## config.mk

```make
export PLATFORM = sky130hd
export DESIGN_NAME = scan_disk_scheduler_unit
export DESIGN_NICKNAME = d
export VERILOG_FILES = /design/src/sv/sdsch_pkg.sv /design/src/sv/scan_disk_scheduler_unit.sv /design/src/sv/sdsch_ram.sv /design/src/sv/sdsch_out.sv
export VERILOG_INCLUDE_DIRS = /design/src /design/src/sv
export SDC_FILE = /design/constraint.sdc
export NUM_CORES = 1
export LEC_CHECK = 0
export BUFFER_PORTS_ARGS = -buffer_cell sky130_fd_sc_hd__buf_2
export CAP_MARGIN = 40
export CORE_MARGIN = 3
export CORE_UTILIZATION = 30
export DETAILED_ROUTE_END_ITERATION = 6
export SYNTH_ARGS = -nofsm -noshare
export SYNTH_HDL_FRONTEND = slang
export SYNTH_SLANG_ARGS = --single-unit
```

## constraint.sdc

```tcl
create_clock -name clk -period 5.9 [get_ports clk]
set_input_delay 1.18 -clock clk [delete_from_list [all_inputs] [get_ports clk]]
set_output_delay 1.18 -clock clk [all_outputs]
set_load 0.005 [all_outputs]
```

## src/sv/scan_disk_scheduler_unit_defines.svh

```systemverilog
// Assertion macros for the SCAN disk scheduler.
// Expects signals clk and rst_n in the including scope.
`ifndef SCAN_DISK_SCHEDULER_UNIT_DEFINES_SVH
`define SCAN_DISK_SCHEDULER_UNIT_DEFINES_SVH

// same-cycle implication
`define SDSCH_ASSERT_NOW(lbl, ante, cons, msg) \
    lbl: assert property (@(posedge clk) disable iff (!rst_n) (ante) |-> (cons)) \
        else $error(msg);

// next-cycle implication
`define SDSCH_ASSERT_NEXT(lbl, ante, cons, msg) \
    lbl: assert property (@(posedge clk) disable iff (!rst_n) (ante) |=> (cons)) \
        else $error(msg);

`endif

```

## src/sv/sdsch_pkg.sv

```systemverilog
// Shared types and constants for the SCAN disk scheduler.
// No dependencies.
`default_nettype none

package sdsch_pkg;

    localparam int TRACK_W   = 8;
    localparam int SEEK_W    = TRACK_W + 1;
    localparam int CFG_IDX_W = 2;
    localparam int CFG_DAT_W = TRACK_W;

    localparam logic [CFG_IDX_W-1:0] CFG_HEAD_START = 2'd0;
    localparam logic [CFG_IDX_W-1:0] CFG_SWEEP_UP   = 2'd1;
    localparam logic [CFG_IDX_W-1:0] CFG_TOP_TRACK  = 2'd2;

    localparam logic [TRACK_W-1:0] TOP_RESET = 8'd199;

    typedef struct packed {
        logic [TRACK_W-1:0] track;
        logic               last;
    } in_item_t;

    typedef struct packed {
        logic [TRACK_W-1:0] visit_track;
        logic               final_res;
        logic [SEEK_W-1:0]  seek_total;
    } out_item_t;

    typedef struct packed {
        logic      valid;
        out_item_t item;
    } out_load_t;

    typedef enum logic [3:0] {
        ST_IDLE,
        ST_INS_RD,
        ST_INS_CMP,
        ST_SCAN_RD,
        ST_SCAN_CMP,
        ST_LO_RD,
        ST_HI_RD,
        ST_HI_CAP,
        ST_HEAD,
        ST_L1_RD,
        ST_L1_OUT,
        ST_STOP,
        ST_L2_RD,
        ST_L2_OUT
    } state_t;

endpackage

`default_nettype wire

```

## src/sv/scan_disk_scheduler_unit.sv

```systemverilog
// Top level of the SCAN disk scheduler: sorted request store and sweep sequencer.
// Depends on sdsch_pkg, sdsch_ram, sdsch_out and the assertion macro header.
//
//  port group  | dir | beat
//  in_*        | in  | one request: track, last
//  out_*       | out | one visited track; final_res and seek_total on the last beat
//  cfg_*       | in  | register write: head_start, sweep_up, top_track
//
// A request shifts each larger stored entry up one place and is written into the gap.
// A last request then scans the sorted entries for the split at the head, reads the end
// entries, then emits the head, each track of the first sweep, the end stop and each
// track of the second sweep; the single store read port gives every read its own state.
// Reset clears the state, the request count and the config registers; the store needs no clearing.
// A stalled output holds the sequencer; input stall is high while not idle.
`default_nettype none

module scan_disk_scheduler_unit #(
    parameter int MAX_REQUESTS = 32
) (
    input  wire logic                                clk,
    input  wire logic                                rst_n,
    input  wire logic                                in_valid,
    output logic                                     in_stall,
    input  wire sdsch_pkg::in_item_t                 in_data,
    output logic                                     out_valid,
    input  wire logic                                out_stall,
    output sdsch_pkg::out_item_t                     out_data,
    input  wire logic                                cfg_we,
    input  wire logic [sdsch_pkg::CFG_IDX_W-1:0]     cfg_idx,
    input  wire logic [sdsch_pkg::CFG_DAT_W-1:0]     cfg_wdata
);

    localparam int TW    = sdsch_pkg::TRACK_W;
    localparam int SW    = sdsch_pkg::SEEK_W;
    localparam int CNT_W = $clog2(MAX_REQUESTS + 1);
    localparam int AW    = (MAX_REQUESTS > 1) ? $clog2(MAX_REQUESTS) : 1;

    sdsch_pkg::state_t state_reg, state_next;
    logic [CNT_W-1:0]  cnt_reg, cnt_next;
    logic [CNT_W-1:0]  idx_reg, idx_next;
    logic [CNT_W-1:0]  split_reg, split_next;
    logic [TW-1:0]     val_reg, val_next;
    logic              last_reg, last_next;
    logic [TW-1:0]     lo_reg, lo_next;
    logic [SW-1:0]     seek_reg, seek_next;

    logic [TW-1:0]     head_reg;
    logic              up_reg;
    logic [TW-1:0]     top_reg;

    logic [TW-1:0]     h_sat;
    logic [TW-1:0]     trk_sat;
    logic [CNT_W-1:0]  idx_inc;
    logic [CNT_W-1:0]  idx_dec;
    logic [CNT_W-1:0]  cnt_dec;
    logic              in_acc;
    logic              has_room;
    logic              scan_hit;
    logic              l1_end;
    logic              l2_end;
    logic              l2_fin;
    logic              stop_fin;

    logic              ram_we;
    logic [AW-1:0]     ram_waddr;
    logic [TW-1:0]     ram_wdata;
    logic              ram_re;
    logic [AW-1:0]     ram_raddr;
    logic [TW-1:0]     ram_rdata;

    sdsch_pkg::out_load_t load;
    logic                 out_free;

    assign h_sat    = (head_reg > top_reg) ? top_reg : head_reg;
    assign trk_sat  = (in_data.track > top_reg) ? top_reg : in_data.track;
    assign idx_inc  = idx_reg + CNT_W'(1);
    assign idx_dec  = idx_reg - CNT_W'(1);
    assign cnt_dec  = cnt_reg - CNT_W'(1);
    assign in_stall = (state_reg != sdsch_pkg::ST_IDLE);
    assign in_acc   = in_valid && !in_stall;
    assign has_room = (cnt_reg < CNT_W'(MAX_REQUESTS));
    assign scan_hit = up_reg ? (ram_rdata < h_sat) : (ram_rdata <= h_sat);
    assign l1_end   = up_reg ? (idx_reg == cnt_reg) : (idx_reg == '0);
    assign l2_end   = up_reg ? (idx_reg == '0) : (idx_reg == cnt_reg);
    assign l2_fin   = up_reg ? (idx_reg == CNT_W'(1)) : (idx_inc == cnt_reg);
    assign stop_fin = up_reg ? (split_reg == '0) : (split_reg == cnt_reg);

    // config registers
    always_ff @(posedge clk or negedge rst_n)
    begin
        if (!rst_n)
        begin
            head_reg <= '0;
            up_reg   <= 1'b1;
            top_reg  <= sdsch_pkg::TOP_RESET;
        end
        else if (cfg_we)
        begin
            unique case (cfg_idx)
                sdsch_pkg::CFG_HEAD_START: head_reg <= cfg_wdata;
                sdsch_pkg::CFG_SWEEP_UP:   up_reg   <= cfg_wdata[0];
                sdsch_pkg::CFG_TOP_TRACK:  top_reg  <= cfg_wdata;
                default:                   ;
            endcase
        end
    end

    // next state and datapath
    always_comb
    begin
        state_next = state_reg;
        cnt_next   = cnt_reg;
        idx_next   = idx_reg;
        split_next = split_reg;
        val_next   = val_reg;
        last_next  = last_reg;
        lo_next    = lo_reg;
        seek_next  = seek_reg;
        unique case (state_reg)
            sdsch_pkg::ST_IDLE:
            begin
                if (in_acc)
                begin
                    val_next  = trk_sat;
                    last_next = in_data.last;
                    idx_next  = cnt_reg;
                    if (has_room)
                    begin
                        state_next = sdsch_pkg::ST_INS_RD;
                    end
                    else if (in_data.last)
                    begin
                        idx_next   = '0;
                        state_next = sdsch_pkg::ST_SCAN_RD;
                    end
                end
            end
            sdsch_pkg::ST_INS_RD:
            begin
                if (idx_reg == '0)
                begin
                    cnt_next   = cnt_reg + CNT_W'(1);
                    state_next = last_reg ? sdsch_pkg::ST_SCAN_RD : sdsch_pkg::ST_IDLE;
                end
                else
                begin
                    state_next = sdsch_pkg::ST_INS_CMP;
                end
            end
            sdsch_pkg::ST_INS_CMP:
            begin
                if (ram_rdata > val_reg)
                begin
                    idx_next   = idx_dec;
                    state_next = sdsch_pkg::ST_INS_RD;
                end
                else
                begin
                    cnt_next   = cnt_reg + CNT_W'(1);
                    idx_next   = '0;
                    state_next = last_reg ? sdsch_pkg::ST_SCAN_RD : sdsch_pkg::ST_IDLE;
                end
            end
            sdsch_pkg::ST_SCAN_RD:
            begin
                if (idx_reg == cnt_reg)
                begin
                    split_next = idx_reg;
                    state_next = sdsch_pkg::ST_LO_RD;
                end
                else
                begin
                    state_next = sdsch_pkg::ST_SCAN_CMP;
                end
            end
            sdsch_pkg::ST_SCAN_CMP:
            begin
                if (scan_hit)
                begin
                    idx_next   = idx_inc;
                    state_next = sdsch_pkg::ST_SCAN_RD;
                end
                else
                begin
                    split_next = idx_reg;
                    state_next = sdsch_pkg::ST_LO_RD;
                end
            end
            sdsch_pkg::ST_LO_RD:
            begin
                state_next = sdsch_pkg::ST_HI_RD;
            end
            sdsch_pkg::ST_HI_RD:
            begin
                lo_next    = ram_rdata;
                state_next = sdsch_pkg::ST_HI_CAP;
            end
            sdsch_pkg::ST_HI_CAP:
            begin
                if (up_reg)
                begin
                    seek_next = (SW'(top_reg) - SW'(h_sat))
                              + ((split_reg != '0) ? (SW'(top_reg) - SW'(lo_reg)) : '0);
                end
                else
                begin
                    seek_next = SW'(h_sat)
                              + ((split_reg != cnt_reg) ? SW'(ram_rdata) : '0);
                end
                state_next = sdsch_pkg::ST_HEAD;
            end
            sdsch_pkg::ST_HEAD:
            begin
                if (out_free)
                begin
                    idx_next   = split_reg;
                    state_next = sdsch_pkg::ST_L1_RD;
                end
            end
            sdsch_pkg::ST_L1_RD:
            begin
                state_next = l1_end ? sdsch_pkg::ST_STOP : sdsch_pkg::ST_L1_OUT;
            end
            sdsch_pkg::ST_L1_OUT:
            begin
                if (out_free)
                begin
                    idx_next   = up_reg ? idx_inc : idx_dec;
                    state_next = sdsch_pkg::ST_L1_RD;
                end
            end
            sdsch_pkg::ST_STOP:
            begin
                if (out_free)
                begin
                    idx_next = split_reg;
                    if (stop_fin)
                    begin
                        cnt_next   = '0;
                        state_next = sdsch_pkg::ST_IDLE;
                    end
                    else
                    begin
                        state_next = sdsch_pkg::ST_L2_RD;
                    end
                end
            end
            sdsch_pkg::ST_L2_RD:
            begin
                if (l2_end)
                begin
                    cnt_next   = '0;
                    state_next = sdsch_pkg::ST_IDLE;
                end
                else
                begin
                    state_next = sdsch_pkg::ST_L2_OUT;
                end
            end
            sdsch_pkg::ST_L2_OUT:
            begin
                if (out_free)
                begin
                    idx_next = up_reg ? idx_dec : idx_inc;
                    if (l2_fin)
                    begin
                        cnt_next   = '0;
                        state_next = sdsch_pkg::ST_IDLE;
                    end
                    else
                    begin
                        state_next = sdsch_pkg::ST_L2_RD;
                    end
                end
            end
            default:
            begin
                state_next = sdsch_pkg::ST_IDLE;
            end
        endcase
    end

    // store access and result beats
    always_comb
    begin
        ram_we     = 1'b0;
        ram_waddr  = idx_reg[AW-1:0];
        ram_wdata  = val_reg;
        ram_re     = 1'b0;
        ram_raddr  = idx_reg[AW-1:0];
        load.valid = 1'b0;
        load.item.visit_track = ram_rdata;
        load.item.final_res   = 1'b0;
        load.item.seek_total  = '0;
        unique case (state_reg)
            sdsch_pkg::ST_INS_RD:
            begin
                if (idx_reg == '0)
                begin
                    ram_we = 1'b1;
                end
                else
                begin
                    ram_re    = 1'b1;
                    ram_raddr = idx_dec[AW-1:0];
                end
            end
            sdsch_pkg::ST_INS_CMP:
            begin
                ram_we    = 1'b1;
                ram_wdata = (ram_rdata > val_reg) ? ram_rdata : val_reg;
            end
            sdsch_pkg::ST_SCAN_RD:
            begin
                ram_re = (idx_reg != cnt_reg);
            end
            sdsch_pkg::ST_LO_RD:
            begin
                ram_re    = 1'b1;
                ram_raddr = '0;
            end
            sdsch_pkg::ST_HI_RD:
            begin
                ram_re    = 1'b1;
                ram_raddr = cnt_dec[AW-1:0];
            end
            sdsch_pkg::ST_HEAD:
            begin
                load.valid            = out_free;
                load.item.visit_track = h_sat;
            end
            sdsch_pkg::ST_L1_RD:
            begin
                ram_re    = !l1_end;
                ram_raddr = up_reg ? idx_reg[AW-1:0] : idx_dec[AW-1:0];
            end
            sdsch_pkg::ST_L1_OUT:
            begin
                load.valid = out_free;
            end
            sdsch_pkg::ST_STOP:
            begin
                load.valid            = out_free;
                load.item.visit_track = up_reg ? top_reg : '0;
                load.item.final_res   = stop_fin;
                load.item.seek_total  = stop_fin ? seek_reg : '0;
            end
            sdsch_pkg::ST_L2_RD:
            begin
                ram_re    = !l2_end;
                ram_raddr = up_reg ? idx_dec[AW-1:0] : idx_reg[AW-1:0];
            end
            sdsch_pkg::ST_L2_OUT:
            begin
                load.valid           = out_free;
                load.item.final_res  = l2_fin;
                load.item.seek_total = l2_fin ? seek_reg : '0;
            end
            default:
            begin
            end
        endcase
    end

    always_ff @(posedge clk or negedge rst_n)
    begin
        if (!rst_n)
        begin
            state_reg <= sdsch_pkg::ST_IDLE;
            cnt_reg   <= '0;
        end
        else
        begin
            state_reg <= state_next;
            cnt_reg   <= cnt_next;
        end
    end

    always_ff @(posedge clk)
    begin
        idx_reg   <= idx_next;
        split_reg <= split_next;
        val_reg   <= val_next;
        last_reg  <= last_next;
        lo_reg    <= lo_next;
        seek_reg  <= seek_next;
    end

    sdsch_ram #(
        .WIDTH (TW),
        .DEPTH (MAX_REQUESTS)
    ) u_store (
        .clk   (clk),
        .we    (ram_we),
        .waddr (ram_waddr),
        .wdata (ram_wdata),
        .re    (ram_re),
        .raddr (ram_raddr),
        .rdata (ram_rdata)
    );

    sdsch_out u_out (
        .clk       (clk),
        .rst_n     (rst_n),
        .load      (load),
        .out_stall (out_stall),
        .out_valid (out_valid),
        .out_data  (out_data),
        .free      (out_free)
    );

`include "scan_disk_scheduler_unit_defines.svh"

    `SDSCH_ASSERT_NOW(a_cnt_bound, 1'b1, cnt_reg <= CNT_W'(MAX_REQUESTS), "request count overflow")
    `SDSCH_ASSERT_NOW(a_seek_zero, out_valid && !out_data.final_res, out_data.seek_total == '0, "seek total on non-final beat")
    `SDSCH_ASSERT_NEXT(a_cnt_hold, (state_reg == sdsch_pkg::ST_IDLE) && !in_valid, $stable(cnt_reg), "request count moved while idle")
    `SDSCH_ASSERT_NOW(a_wr_phase, ram_we, (state_reg == sdsch_pkg::ST_INS_RD) || (state_reg == sdsch_pkg::ST_INS_CMP), "store written outside insertion")

endmodule

`default_nettype wire

```

## src/sv/sdsch_ram.sv

```systemverilog
// Generic single-write, single-read RAM with registered read data.
// No dependencies.
`default_nettype none

module sdsch_ram #(
    parameter int WIDTH = 8,
    parameter int DEPTH = 32,
    localparam int AW = (DEPTH > 1) ? $clog2(DEPTH) : 1
) (
    input  wire logic             clk,
    input  wire logic             we,
    input  wire logic [AW-1:0]    waddr,
    input  wire logic [WIDTH-1:0] wdata,
    input  wire logic             re,
    input  wire logic [AW-1:0]    raddr,
    output logic      [WIDTH-1:0] rdata
);

    logic [WIDTH-1:0] mem [DEPTH];
    logic [WIDTH-1:0] rdata_reg;

    always_ff @(posedge clk)
    begin
        if (we)
        begin
            mem[waddr] <= wdata;
        end
        if (re)
        begin
            rdata_reg <= mem[raddr];
        end
    end

    assign rdata = rdata_reg;

endmodule

`default_nettype wire

```

## src/sv/sdsch_out.sv

```systemverilog
// Output register of the SCAN disk scheduler: holds one result beat.
// Depends on sdsch_pkg.
`default_nettype none

module sdsch_out (
    input  wire logic                 clk,
    input  wire logic                 rst_n,
    input  wire sdsch_pkg::out_load_t load,
    input  wire logic                 out_stall,
    output logic                      out_valid,
    output sdsch_pkg::out_item_t      out_data,
    output logic                      free
);

    logic                 valid_reg;
    logic                 valid_next;
    sdsch_pkg::out_item_t data_reg;

    assign free = !valid_reg || !out_stall;

    always_comb
    begin
        if (load.valid)
        begin
            valid_next = 1'b1;
        end
        else if (free)
        begin
            valid_next = 1'b0;
        end
        else
        begin
            valid_next = valid_reg;
        end
    end

    always_ff @(posedge clk or negedge rst_n)
    begin
        if (!rst_n)
        begin
            valid_reg <= 1'b0;
        end
        else
        begin
            valid_reg <= valid_next;
        end
    end

    always_ff @(posedge clk)
    begin
        if (load.valid)
        begin
            data_reg <= load.item;
        end
    end

    assign out_valid = valid_reg;
    assign out_data  = data_reg;

endmodule

`default_nettype wire
```

Word level (Yosys, flattened, before mapping) --
Memory sizes are Yosys's and may differ from the RTL's. A register that Yosys moved wholly into a read port is not among the register bits. Cells that the tools add are included.
Storage, ports and cells: bits in writable memories 256, bits in registers 84, output and inout port bits 20, word-level logic and storage cells 163, input port bits 24, memories 1
Operators by class: muxes and demuxes 68, order comparisons 6, add/sub/neg operators 8, reductions and logical operators 29, equality and inequality tests 36
Memory list:
- u_store.mem | words 32, bits a word 8, read ports 1, clocked after memory_dff 1, write ports 1, RTL line sdsch_ram.sv:19 | logic [WIDTH-1:0] mem [DEPTH];
Operators with widths (number):
- $mux 6 | 19
- $pmux 4 s13 | 1
- $mux 8 | 6
- $mux 4 | 9
- $mux 9 | 4
- $pmux 6 s6 | 1
- $pmux 6 s5 | 1
- $pmux 5 s5 | 1
- $eq 4x4->1 const B | 6
- $gt 8x8->1 | 3
- $ne 2x2->1 const B | 12
- $pmux 10 s2 | 1
- $eq 6x6->1 | 3
- $sub 8x8->9 | 2
- $eq 4x3->1 const B | 4
- $pmux 8 s2 | 1
- $mux 5 | 3
- $mux 1 | 14
- $add 6x1->6 const B | 2
- $logic_not 6->1 | 2
- $ne 6x6->1 | 2
- $pmux 6 s2 | 1
- $reduce_bool 6->1 | 2
- $add 8x8->9 | 1
- 32 further kinds | 46

Longest topological paths before layout --
word-level depth 6, mapped depth 21, mapped depth without buffers 21

Hierarchy --
A second synthesis with hierarchy kept.
Unflattened totals: cell total of the unflattened synthesis 1177, area total of the unflattened synthesis 17186.5 µm²
Modules (own cells, without submodules):
- sdsch_ram | seq. area each 7927.6 µm², cells an instance 417, instances 1, area an instance 10133.5 µm²
- scan_disk_scheduler_unit | seq. area each 1824.2 µm², cells an instance 739, instances 1, area an instance 6476.2 µm²
- sdsch_out | seq. area each 565.5 µm², cells an instance 21, instances 1, area an instance 576.8 µm²

Worst setup path after synthesis --
OpenSTA, ideal clock, no wires.
kind register to register, start point reg top_reg[1], end point reg idx_reg[0] (enable), arrival time 4.240 ns, period minus slack after synthesis 4.626 ns, required time 5.514 ns, stages on the path, launching flop included 19, slack 1.274 ns, setup time 0.386 ns, buffers on the path 1, path through dfstp_2 -> inv_1 -> ha_1 -> nor2b_1 -> o21ai_0 -> a21oi_1 -> a211o_1 -> o21ai_1 -> clkbuf_1 -> a21oi_1 -> ha_1 -> a21o_1 -> a21o_1 -> a21oi_1 -> nor2b_1 -> nor2_1 -> a21oi_1 -> a211oi_1 -> nor4_1
Between the ends: word-level cells in the longest chain between the ends 6, elaborated cells on any way between the ends 7, those cells by class order compare (3); eq/ne (1); mux (2); reduce/logical (1)
RTL lines:
- from (decl) | RTL line scan_disk_scheduler_unit.sv:49 | logic [TW-1:0] top_reg;
- from (signal assigned) | RTL line scan_disk_scheduler_unit.sv:95 | top_reg <= sdsch_pkg::TOP_RESET;
- from (signal assigned) | RTL line scan_disk_scheduler_unit.sv:102 | sdsch_pkg::CFG_TOP_TRACK: top_reg <= cfg_wdata;
- $gt 8x8->1 | RTL line scan_disk_scheduler_unit.sv:74 | assign h_sat = (head_reg > top_reg) ? top_reg : head_reg;
- $mux 8 * | RTL line scan_disk_scheduler_unit.sv:74
- $le 8x8->1 or $lt 8x8->1 (tied branches) | RTL line scan_disk_scheduler_unit.sv:82 | assign scan_hit = up_reg ? (ram_rdata < h_sat) : (ram_rdata <= h_sat);
- $mux 1 * | RTL line scan_disk_scheduler_unit.sv:82
- $ne 2x2->1 (no source line) *
- $reduce_and 6->1 (no source line) *
- to (signal assigned) | RTL line scan_disk_scheduler_unit.sv:381 | idx_reg <= idx_next;
- to (decl) | RTL line scan_disk_scheduler_unit.sv:40 | logic [CNT_W-1:0] idx_reg, idx_next;
Mark *: on every way between the ends. The rest lies on a longest branch, timed or not. A chain may end at the register's enable or synchronous reset.

Worst setup path in the final report --
start point reg top_reg[1], end point reg seek_reg[7], data pin
Between the ends: word-level cells in the longest chain between the ends 5, elaborated cells on any way between the ends 8, those cells by class add/sub (4); order compare (1); mux (3)
RTL lines:
- $gt 8x8->1 | RTL line scan_disk_scheduler_unit.sv:74
- $mux 8 | RTL line scan_disk_scheduler_unit.sv:74
- $sub 8x8->9 | RTL line scan_disk_scheduler_unit.sv:202 | seek_next = (SW'(top_reg) - SW'(h_sat))
- $add 9x9->9 | RTL line scan_disk_scheduler_unit.sv:203 | + ((split_reg != '0) ? (SW'(top_reg) - SW'(lo_reg)) : '0);
- $mux 9 * | RTL line scan_disk_scheduler_unit.sv:200 | if (up_reg)
- to (signal assigned) | RTL line scan_disk_scheduler_unit.sv:386 | seek_reg <= seek_next;
- to (decl) | RTL line scan_disk_scheduler_unit.sv:45 | logic [SW-1:0] seek_reg, seek_next;
Marked as above.

==> results.yml <==
clocking:
  cts_setup_buffers: 0
  cts-root-buf: "clkbuf_16"
  cts_tree: "done"
  h-tree-depth: 2
  numClockSinks: 348
  cts_hold_buf: 0
  cts_resized: 0
  max-clock-path-buffers: 3
  clkTransAtPathRegs_ns: 0.06
  cts-buffers-inserted: 40
  clock_latency_ns: 0.56
sta:
  tightest_slew_ns: 0.949
  setup_tns_ns: 0
  rsz0062_at_grt: "false"
  post-route-min-period_ns: 4.88
  min_period_over_period: 0.827
  slew_violations: 0
  setup_viol: 0
  hold_viol: 0
  slew_headroom: 0.368
  fin_worst_skew_ns: 0.0138
  fmax_mhz: 205
power:
  p_sw_frac: 0.402
  pwr-share-seq: 0.308
  ir_drop_mv: 0.313
  power_leakage_nw: 7.16
  p_sw_mw: 4.72
  p_clk_frac: 0.212
  powerDensity_nw_per_um2: 587
  totalPowerFinal_mw: 11.7
  combPwrFrac: 0.481
  internal_power_mw: 7.02
final_layout:
  post-route-util: 0.346
  final_area_um2: 20000
  antenna_cells: 0
  fillers: 5617
  final_layout_size_suffix_gt1_frac: 0.157
  largest_reg_flops: 256
  nets: 1523
  syn_to_final_growth_pct: 14.0
synth:
  synth-seq-area-share: 0.587
  synthFlopType: "edfxtp_1"
  synth_seq_cells: 348
  synth.most_common_cell: "edfxtp_1"
  synthDistinctLibCells: 80
  postSynth.asyncResetShare: 0.0805
  synth-edff-count: 320
  synth_warnings: 0
  synthCells: 1375
  synth_area_um2: 17600
  synth_commonest_cells: "edfxtp_1 (320), nor2_1 (103), mux2i_1 (90), nand2_1 (86), o21ai_0 (79)"
  synth_top_area_share: 0.547
  ys_top_cells_by_area: "edfxtp_1 (55%), mux2i_1 (5.1%), ha_1 (4.6%)"
  avgSynthCellArea_um2: 12.8
  synth_largest_area_cell: "edfxtp_1"
  syn-num-nets: 1473
run:
  maxCapViolCount: 0
floorplanning:
  die_area_um2: 61500
  die_y_um: 248
  pin_count: 44
  rows: 88
  coreArea_um2: 57800
  die_x_um: 248
  floorplan.initialDensity: 0.304
worst_setup_path:
  arrival_ns: 5.18
  path_class: "reg2reg"
  cp.buffers_inverters: 2
  slowest_delay_ns: 0.58
  startpoint_type: "flip-flop"
  endpoint_kind: "flip-flop"
  crit_required_ns: 6.20
  cp_common_cell: "a21oi_1"
  worstPathCellList: "inv_1 -> ha_1 -> nor2b_1 -> o21ai_0 -> a21oi_1 -> a211o_1 -> o21ai_1 -> buf_4 -> nor2_1 -> a21oi_1 -> fa_1 -> ha_1 -> a21o_1 -> a21oi_1 -> nor2b_1 -> o21a_1 -> o21ai_0 -> nand2b_1 -> a21oi_1 -> xor2_1 -> mux2i_1"
  critPathMaxFanout: 17
  crit_family: "compound AO/OA/AOI/OAI gates"
  critPathSlowestCell: "dfstp_2"
grt:
  grt_pass1_vias: 11400
  overflow: 0
  grt_max_degree: 48
  grt_use_total: 0.143
  antenna_found_initial: 1
  grt_pass1_wl_um: 67800
route:
  ant_nets: 0
  via_count: 11300
  wirelength_um: 43700
  drtIter0Drc: 1008
  drc: 0
  first_pass_iters: 6
  wire_per_inst_um: 19.7
  vias_per_cell: 5.12
run_status:
  status: "finished, final reports clean"
min_path:
  hold_class: "reg2reg"
place:
  placed_cell_area_um2: 18700
  gp_congestion: 0.879
  io_buffers: 43
  place_hpwl_um: 29600
## power by group through the flow
stage          clock network, mW  registers, mW  logic, mW
5_1_grt                     2.65           3.64       6.18
2_1_floorplan                  0           3.41       4.20
6_report                    2.49           3.62       5.64
3_5_place_dp                   0           3.66       5.61
3_3_place_gp                   0           3.67       5.42
4_1_cts                     2.54           3.61       5.65
## final cells by class
| type | count | area [um^2] | share of cell area |
|---|---|---|---|
| Sequential cell | 348 | 10300 | 0.515 |
| Multi-Input combinational cell | 906 | 6720 | 0.336 |
| Clock buffer | 48 | 1040 | 0.0520 |
| Tap cell | 765 | 957 | 0.0478 |
| Timing Repair Buffer | 75 | 523 | 0.0261 |
| Clock inverter | 19 | 260 | 0.0130 |
| Inverter | 54 | 203 | 0.0101 |
## layer usage
layer	vias to the layer above	GRT usage	part of all wire
met2	336	0.234	0.47
met3	82	0.0265	0.054
li1	5271	-	-
met4	0	0.0542	0.031
met1	5651	0.189	0.44
met5	-	0	0
## cells in the final DEF, fill, tap and decap left out, types with 25 or more instances in the layout
master	count
edfxtp_1	320
nor2_1	103
mux2i_1	90
nand2_1	86
o21ai_0	72
ha_1	65
mux2_2	64
a21oi_1	57
inv_1	53
buf_2	45
clkbuf_16	40
o211ai_1	39
a22oi_1	26
buf_4	26
xnor2_1	25
## worst paths after layout
path | from | end | slack (ns) | cells after the start
max in group asynchronous | rst_n | u_out.out_valid$_DFFE_PN0P_ | 4.76 | 1
worst min register to register | seek_reg[5]$_DFFE_PP_ | u_out.out_data[5]$_DFFE_PP_ | 0.52 | 1
worst max-delay path | top_reg[1]$_DFFE_PN1P_ | seek_reg[7]$_DFFE_PP_ | 1.02 | 21
worst max register to register | top_reg[1]$_DFFE_PN1P_ | seek_reg[7]$_DFFE_PP_ | 1.02 | 21
min in group asynchronous | rst_n | head_reg[6]$_DFFE_PN0P_ | 0.66 | 1
worst min-delay path | seek_reg[5]$_DFFE_PP_ | u_out.out_data[5]$_DFFE_PP_ | 0.52 | 1
## stage by stage
stage	hold slack (ns)	std cells	worst slack [ns]
5_1_grt	0.541	2215	0.552
2_1_floorplan	0.421	1375	1.27
3_5_place_dp	0.504	2148	1.05
6_report	0.517	2215	1.02
4_1_cts	0.518	2215	0.996
3_3_place_gp	0.504	2142	1.16
## cell families after synthesis
family / share of synthesized area
adders and majority gates: 0.0571
muxes: 0.0923
buffers and inverters: 0.0334
and+or+nand+nor: 0.0979
xor gates and xnor gates: 0.0251
AOI/OAI and AO/OA: 0.107
DFF: 0.587
## worst reg2reg max path: cells and delay by family (launching register included)
kind	cells	cell delay, ns
AOI/OAI and AO/OA	10	1.88
xor gates and xnor gates	1	0.18
adders and majority gates	3	1.19
buffers and inverters	2	0.36
DFF	1	0.58
muxes	1	0.09
and+or+nand+nor	4	0.35
Power figures use the tool's default switching activity.
